$ cat src/design/mexp_pkg.sv
package mexp_pkg;

    // control from the sequencer to one modular multiply unit
    typedef struct packed {
        logic clear;  // zero the accumulator
        logic step;   // take one multiplier bit
        logic mbit;   // multiplier bit, most significant first
    } t_mul_ctrl;

endpackage

$ cat src/design/mexp_mmul.sv
module mexp_mmul
    import mexp_pkg::*;
#(
    parameter int WIDTH = 32
) (
    input  logic             i_clk,
    input  t_mul_ctrl        i_ctrl,
    input  logic [WIDTH-1:0] i_mcand,
    input  logic [WIDTH-1:0] i_mod,
    output logic [WIDTH-1:0] o_acc
);

    logic [WIDTH-1:0] r_acc;
    logic [WIDTH-1:0] n_acc;
    logic [WIDTH+1:0] w_sum;
    logic [WIDTH+1:0] w_mod1;
    logic [WIDTH+1:0] w_mod2;
    logic [WIDTH+1:0] w_sub1;
    logic [WIDTH+1:0] w_sub2;

    // double the accumulator and add the multiplicand when the bit is set;
    // the sum stays below three times the modulus
    assign w_sum  = {1'b0, r_acc, 1'b0} + (i_ctrl.mbit ? {2'b00, i_mcand} : '0);
    assign w_mod1 = {2'b00, i_mod};
    assign w_mod2 = {1'b0, i_mod, 1'b0};
    assign w_sub1 = w_sum - w_mod1;
    assign w_sub2 = w_sum - w_mod2;

    // zero on clear; on a step, pick the one reduced candidate that lies below the modulus
    always_comb begin
        n_acc = r_acc;
        if (i_ctrl.clear) begin
            n_acc = '0;
        end else if (i_ctrl.step) begin
            if (w_sum >= w_mod2) begin
                n_acc = w_sub2[WIDTH-1:0];
            end else if (w_sum >= w_mod1) begin
                n_acc = w_sub1[WIDTH-1:0];
            end else begin
                n_acc = w_sum[WIDTH-1:0];
            end
        end
    end

    always_ff @(posedge i_clk) begin
        r_acc <= n_acc;
    end

    assign o_acc = r_acc;

endmodule

$ cat src/design/modular_exponentiation.sv
// channel   direction  handshake                     payload
// input     in         i_in_valid / o_in_stall       i_base_in   [31:0]
// output    out        o_out_valid / i_out_stall     o_power_out [31:0]
// config    apb        psel, penable, pwrite, pready paddr [2:0], pwdata, prdata
//
// for a nonzero modulus, one multiplier bit a cycle goes through the shift
// register, first to reduce the base and then for each of the WIDTH exponent
// bits, where squaring and the conditional multiply share the multiplier bits
// and run side by side; a zero modulus gives zero without computing.
// the input stalls from the cycle after an accept until the result is
// placed in the output register; a waiting result does not block the next item.
// reset is synchronous and active low: exponent 0, modulus 1, no item held.
module modular_exponentiation
    import mexp_pkg::*;
#(
    parameter int WIDTH = 32
) (
    input  logic        i_clk,
    input  logic        i_rst_n,
    input  logic        i_in_valid,
    output logic        o_in_stall,
    input  logic [31:0] i_base_in,
    output logic        o_out_valid,
    input  logic        i_out_stall,
    output logic [31:0] o_power_out,
    input  logic        psel,
    input  logic        penable,
    input  logic        pwrite,
    input  logic [2:0]  paddr,
    input  logic [31:0] pwdata,
    output logic [31:0] prdata,
    output logic        pready
);

    localparam int CW = $clog2(WIDTH);
    localparam logic [CW-1:0] LAST = CW'(WIDTH - 1);

    localparam logic [2:0] S_IDLE = 3'd0;
    localparam logic [2:0] S_RED  = 3'd1;
    localparam logic [2:0] S_LOAD = 3'd2;
    localparam logic [2:0] S_MUL  = 3'd3;
    localparam logic [2:0] S_DONE = 3'd4;

    localparam logic REG_EXP = 1'b0;
    localparam logic REG_MOD = 1'b1;

    logic [2:0]       r_state, n_state;
    logic [WIDTH-1:0] r_exp, n_exp;
    logic [WIDTH-1:0] r_mod, n_mod;
    logic [WIDTH-1:0] r_b, n_b;
    logic [WIDTH-1:0] r_res, n_res;
    logic [WIDTH-1:0] r_sr, n_sr;
    logic [WIDTH-1:0] r_exp_sr, n_exp_sr;
    logic [CW-1:0]    r_cnt, n_cnt;
    logic [CW-1:0]    r_ebit, n_ebit;
    logic             r_first, n_first;
    logic             r_out_valid, n_out_valid;
    logic [31:0]      r_out, n_out;

    logic [63:0]      w_wdata_ext;
    logic [63:0]      w_base_ext;
    logic [63:0]      w_res_ext;
    logic [63:0]      w_exp_ext;
    logic [63:0]      w_mod_ext;
    logic             w_wr;
    logic             w_in_acc;
    t_mul_ctrl        w_ctrl;
    logic [WIDTH-1:0] w_mcand0;
    logic [WIDTH-1:0] w_acc0;
    logic [WIDTH-1:0] w_acc1;

    // fields and registers are cut to the datapath width
    assign w_wdata_ext = 64'(pwdata);
    assign w_base_ext  = 64'(i_base_in);
    assign w_res_ext   = 64'(r_res);
    assign w_exp_ext   = 64'(r_exp);
    assign w_mod_ext   = 64'(r_mod);

    assign w_wr     = psel && penable && pwrite;
    assign w_in_acc = i_in_valid && !o_in_stall;

    // apb side
    assign pready = 1'b1;
    always_comb begin
        unique case (paddr[2])
            REG_EXP: prdata = w_exp_ext[31:0];
            REG_MOD: prdata = w_mod_ext[31:0];
            default: prdata = '0;
        endcase
    end

    // multiply unit control
    assign w_ctrl.clear = (r_state == S_IDLE) || (r_state == S_LOAD);
    assign w_ctrl.step  = (r_state == S_RED) || (r_state == S_MUL);
    assign w_ctrl.mbit  = r_sr[WIDTH-1];
    // the base is reduced as base times one
    assign w_mcand0     = (r_state == S_RED) ? WIDTH'(1) : r_b;

    // unit 0 reduces the base, then squares it
    mexp_mmul #(.WIDTH(WIDTH)) u_sq (
        .i_clk   (i_clk),
        .i_ctrl  (w_ctrl),
        .i_mcand (w_mcand0),
        .i_mod   (r_mod),
        .o_acc   (w_acc0)
    );

    // unit 1 forms result times base
    mexp_mmul #(.WIDTH(WIDTH)) u_mul (
        .i_clk   (i_clk),
        .i_ctrl  (w_ctrl),
        .i_mcand (r_res),
        .i_mod   (r_mod),
        .o_acc   (w_acc1)
    );

    // sequencer
    always_comb begin
        n_state     = r_state;
        n_exp       = r_exp;
        n_mod       = r_mod;
        n_b         = r_b;
        n_res       = r_res;
        n_sr        = r_sr;
        n_exp_sr    = r_exp_sr;
        n_cnt       = r_cnt;
        n_ebit      = r_ebit;
        n_first     = r_first;
        n_out_valid = r_out_valid;
        n_out       = r_out;

        if (w_wr) begin
            unique case (paddr[2])
                REG_EXP: n_exp = w_wdata_ext[WIDTH-1:0];
                REG_MOD: n_mod = w_wdata_ext[WIDTH-1:0];
                default: ;
            endcase
        end

        if (r_out_valid && !i_out_stall) begin
            n_out_valid = 1'b0;
        end

        unique case (r_state) inside
            S_IDLE: begin
                if (w_in_acc) begin
                    n_sr     = w_base_ext[WIDTH-1:0];
                    n_exp_sr = r_exp;
                    n_cnt    = '0;
                    n_ebit   = '0;
                    n_first  = 1'b1;
                    if (r_mod == '0) begin
                        n_res   = '0;
                        n_state = S_DONE;
                    end else begin
                        n_res   = (r_mod == WIDTH'(1)) ? '0 : WIDTH'(1);
                        n_state = S_RED;
                    end
                end
            end
            S_RED, S_MUL: begin
                n_sr  = {r_sr[WIDTH-2:0], 1'b0};
                n_cnt = r_cnt + CW'(1);
                if (r_cnt == LAST) begin
                    n_cnt   = '0;
                    n_state = S_LOAD;
                end
            end
            S_LOAD: begin
                n_b     = w_acc0;
                n_sr    = w_acc0;
                n_first = 1'b0;
                n_state = S_MUL;
                if (!r_first) begin
                    if (r_exp_sr[0]) begin
                        n_res = w_acc1;
                    end
                    n_exp_sr = {1'b0, r_exp_sr[WIDTH-1:1]};
                    n_ebit   = r_ebit + CW'(1);
                    if (r_ebit == LAST) begin
                        n_state = S_DONE;
                    end
                end
            end
            S_DONE: begin
                if (!r_out_valid || !i_out_stall) begin
                    n_out       = w_res_ext[31:0];
                    n_out_valid = 1'b1;
                    n_state     = S_IDLE;
                end
            end
            default: n_state = S_IDLE;
        endcase
    end

    always_ff @(posedge i_clk) begin
        if (!i_rst_n) begin
            r_state     <= S_IDLE;
            r_exp       <= '0;
            r_mod       <= WIDTH'(1);
            r_cnt       <= '0;
            r_ebit      <= '0;
            r_first     <= 1'b0;
            r_out_valid <= 1'b0;
        end else begin
            r_state     <= n_state;
            r_exp       <= n_exp;
            r_mod       <= n_mod;
            r_cnt       <= n_cnt;
            r_ebit      <= n_ebit;
            r_first     <= n_first;
            r_out_valid <= n_out_valid;
        end
    end

    // payload registers
    always_ff @(posedge i_clk) begin
        r_b      <= n_b;
        r_res    <= n_res;
        r_sr     <= n_sr;
        r_exp_sr <= n_exp_sr;
        r_out    <= n_out;
    end

    assign o_in_stall  = (r_state != S_IDLE);
    assign o_out_valid = r_out_valid;
    assign o_power_out = r_out;

endmodule

$ cat config.mk
export PLATFORM = sky130hd
export DESIGN_NAME = modular_exponentiation
export DESIGN_NICKNAME = d
export VERILOG_FILES = /design/src/design/mexp_pkg.sv /design/src/design/mexp_mmul.sv /design/src/design/modular_exponentiation.sv
export SDC_FILE = /design/constraint.sdc
export NUM_CORES = 1
export LEC_CHECK = 0
export ABC_AREA = 1
export BUFFER_PORTS_ARGS = -buffer_cell sky130_fd_sc_hd__buf_2
export CAP_MARGIN = 20
export CORE_MARGIN = 1
export CORE_UTILIZATION = 45
export CTS_CLUSTER_DIAMETER = 60
export DETAILED_ROUTE_END_ITERATION = 8
export PLACE_DENSITY = 0.6
export SLEW_MARGIN = 20
export SYNTH_ARGS = -nofsm -noshare
export SYNTH_HDL_FRONTEND = slang
export SYNTH_SLANG_ARGS = --single-unit
$ cat constraint.sdc
create_clock -name i_clk -period 13.25 [get_ports i_clk]
set_clock_uncertainty 0.15 [all_clocks]
set_input_delay 2.65 -clock i_clk [delete_from_list [all_inputs] [get_ports i_clk]]
set_output_delay 2.65 -clock i_clk [all_outputs]
set_load 0.005 [all_outputs]
Word level (Yosys, flattened, before mapping)
Cells that the tools add are included.
- bits in registers: 303
- input port bits: 74
- output and inout bits: 67
- word-level logic and storage cells: 101
- add/sub/neg operators: 8
- magnitude comparators: 4
- eq/ne operators: 12
- mux-type cells: 36
- bitwise logic cells: 1
- reduce and logical (&&, ||, !) cells: 26
- operator list (operator ; number):
    $mux W32 ; 13
    $pmux W32 S2 ; 3
    $sub A32 B32 Y32 ; 4
    $pmux W32 S3 ; 1
    $add A33 B32 Y34 ; 2
    $ge A34 B32 Y1 ; 2
    $ge A34 B33 Y1 ; 2
    $eq A32 B1 Y1 const B ; 1
    $logic_not A32 Y1 ; 1
    $pmux W5 S2 ; 2
    $mux W3 ; 6
    $mux W5 ; 3
    $pmux W3 S4 ; 1
    $reduce_and A2 Y1 ; 6
    $add A5 B1 Y5 const B ; 2
    $eq A5 B5 Y1 const B ; 2
    $ne A2 B2 Y1 const B ; 4
    $eq A3 B2 Y1 const B ; 2
    $mux W1 ; 6
    $reduce_and A3 Y1 ; 2
    $reduce_bool A3 Y1 ; 2
    $logic_and A1 B1 Y1 ; 4
    $reduce_and A4 Y1 ; 1
    $reduce_bool A2 Y1 ; 2
    9 further kinds ; 13

Longest topological paths before layout
- word-level depth: 7
- mapped depth: 38
- mapped depth without buffers: 36

Hierarchy
From an unflattened synthesis, not the netlist that was laid out.
- cells, all modules: 3981
- area total of the unflattened synthesis: 26371.5 um^2
- modules (own cells, without submodules) (module ; times used ; cells an instance ; area an instance (um^2) ; sequential area each (um^2)):
    modular_exponentiation ; 1 ; 992 ; 9721.8 ; 6386.1
    mexp_mmul (u_mul) ; 1 ; 1487 ; 8335.5 ; 640.6
    mexp_mmul (u_sq) ; 1 ; 1502 ; 8314.2 ; 640.6

Least setup slack after synthesis
OpenSTA, ideal clock, no wires.
- kind: in2out
- start point: input port paddr[2]
- end point: output port prdata[1]
- data arrival time: 3.193 ns
- required time: 10.450 ns
- path slack: 7.257 ns
- cell stages on the path: 3
- buffers on the path: 1
- cells stage by stage: clkinv_1 clkbuf_1 o21ai_0
- cells in the longest elaborated chain, start to end: 2
- ends and longest elaborated chain (element ; line ; source):
    start: declaration ; modular_exponentiation.sv:29 ; input logic [2:0] paddr,
    $not A1 Y1 (no line) ; -- ;
    $pmux W32 S2 * ; modular_exponentiation.sv:85 ; unique case (paddr[2])
    end: declaration ; modular_exponentiation.sv:31 ; output logic [31:0] prdata,
Mark *: on every way between the ends. The rest lies on a longest branch, timed or not.

Worst setup path after layout
- start point: input port paddr[2]
- end point: output port prdata[4]
The elaborated chain is that of the path after synthesis.

==> reports/metrics.cfg <==
[run_status]
status=complete, no violations

[layout]
regArea_um2=7670
area.growth.synth_to_final_pct=10.1
multi_input_comb_area_um2=15500
antenna_cells=0
fin_nets=4226
fillers=6039
layout-drive-gt1-share_pct=7.48

[routing]
wl_per_cell_um=18.4
first_iter_violations=2027
avgViaCountPerCell=5.28
route.detailed.drc=0
vias=25000
ant_nets=0
drt_first_pass_iters=5
drt_wl_total_mm=87.0

[setup_path]
cp.arrival_ps=4240
cp-startpoint=paddr[2]
r2r_slack_ps=6360
endpoint=prdata[4]
path_common_cell=buf_2
cp.required_ps=10450
critPathCaptureType=primary output
critPathSlowestCell=clkinv_1
crit_family=buffers and inverters
r2r-end=u_sq.o_acc[0]
crit_fanout=33
crit_buf_inv=4
critical_path_depth=5
path_class=in2out
start_kind=input port
r2r-start=r_state[2]
rr_worst_depth=29
path_cells=buf_2 > clkinv_1 > buf_4 > o21ai_0 > buf_2
critPathMaxStageDelay_ps=540

[yosys]
yosysMostFrequentCell=nand2_1
syn_inst=3856
yosys-top-cells-area=edfxtp_1 (19%), nand2_1 (15%), dfxtp_1 (11%)
post_synth_num_cell_types=55
ys_seq_elements=303
synth-edff-count=160
syn_area_per_cell_um2=6.66
synth_common_cells=nand2_1 (1055), inv_1 (536), nor2_1 (415), a21oi_1 (368), o21ai_0 (214)
ys.flop_type=edfxtp_1
synth_top_area_share_pct=18.7
async_flop_share_pct=0
ys_warn_count=0
yosys.area.top_type=edfxtp_1
yosysSeqAreaShare_pct=29.9
synth.net_count=4130
syn_area_um2=25700

[placed_design]
routabilityCongestion=0.979
dp_hpwl_mm=68.5
port_buffers=137

[clocking]
root_buffer=clkbuf_16
cts_sinks=303
cts.clk_slew.worst_paths_ps=50
cts_hold_buffers=0
cts_resized=0
cts_made_buffers=39
clkLatencyLatePin_ps=570
cts_buffer_depth=3
cts_tree=done
htree_num_levels=2
postCtsSetupBuffers=0

[grt]
grt_usage_pct=30.0
antenna_found_initial=0
grt_max_degree=88
gr-total-overflow=0
grt_pass1_vias=22900
grt_pass1_wl_mm=132

[timing]
max_freq_mhz=142
fin_crit_ps=7040
tns_ps=0
max_slew_margin_pct=29.9
finalHoldViolCount=0
finalSetupViolations=0
rsz0062_at_grt=no
period_share_pct=53.1
worstMarginPinSlew_ps=1050
final_max_slew_viol_count=0

[floorplanning]
die_x_um=241
die_height_um=241
row_count=87
die-area_um2=58000
io_pins=141
core_area_um2=56400
initial_core_util_pct=45.5

[run]
max_cap_violations=0

[min_path]
hold_start=r_res[23]
hold_class=reg2reg

[kinds of logic (layout without fill, tap and decap cells)]
logic type	Yosys count	after routing	share of synthesized area, %
compound gates	721	721	15.5
xor+xnor	135	135	4.61
fa+ha+maj	200	200	9.92
buf+inv	643	769	9.92
flops	303	303	29.9
other cells	1	1	0.0146
simple gates	1853	1853	30.2
[layer usage]
layer	up-vias	global-route usage, %	part of all wire (%)
li1	12800	-	-
met1	11300	47.2	51
met2	807	40.9	39
met3	104	4.77	7.6
met4	0	8.96	2.8
met5	-	0	0
[state kept, by name, indices dropped and copies added, names as in the netlist]
register     flops
u_mul.o_acc     32
u_sq.o_acc      32
r_res           32
r_b             32
o_power_out     32
r_first          1
r_exp_sr        32
r_exp           32
r_mod           32
o_out_valid      1
r_sr            32
r_cnt            5
r_ebit           5
r_state          3
[area by class of cell]
class,instances,area share [%]
Multi-Input combinational cell,2910,54.8
Inverter,543,7.22
Sequential cell,303,27.1
Clock inverter,19,0.761
Tap cell,756,3.35
Clock buffer,52,3.88
Timing Repair Buffer,155,2.90
[per-stage QoR]
| step | hold WS [ps] | area [µm²] | util (%) | cells | worst slack [ps] |
|---|---|---|---|---|---|
| after floorplan | 277 | 25700 | - | 3856 | 7260 |
| after global placement | 282 | 27000 | 47.8 | 4667 | 6190 |
| after detailed placement | 286 | 27000 | 47.8 | 4667 | 6220 |
| after CTS | 300 | 28300 | 50.1 | 4738 | 6210 |
| after global routing | 308 | 28300 | 50.1 | 4738 | 5760 |
| final | 299 | 28300 | 50.1 | 4738 | 6210 |
[layout by cell type, fill, tap and decap left out, drive strengths merged, types with 10 or more instances in the layout]
master	Yosys	layout
a21o	21	21
a21oi	384	384
a22oi	31	31
a31oi	10	10
buf	35	155
clkbuf	65	52
clkinv	4	13
dfxtp	143	143
edfxtp	160	160
ha	194	194
inv	539	545
nand2	1087	1087
nand3	212	212
nand3b	31	31
nand4	38	38
nor2	418	418
nor3	35	35
nor4	12	12
o21ai	224	224
o21bai	32	32
xnor2	34	34
xor2	101	101
[how the worst min path moves through the flow]
| stage | endpoint | cells past startpoint |
|---|---|---|
| finish | o_power_out[23] | 0 |
| global route | o_power_out[9] | 0 |
| CTS | o_power_out[9] | 0 |
| detailed placement | o_power_out[27] | 0 |
| global placement | o_power_out[17] | 0 |
| floorplan | o_power_out[0] | 0 |
[worst register-to-register path, delay by kind of cell, from the launching register on]
kind / cells / cell delay, ps
adders and majority gates: 2 / 810
xor gates and xnor gates: 1 / 580
and+or+nand+nor: 18 / 2860
DFF: 1 / 300
AOI/OAI and AO/OA: 3 / 1230
buffers and inverters: 5 / 870
Power is left out: the tool's default activity adds up to more than one toggle a clock period on the data nets, which glitch-free logic cannot reach.
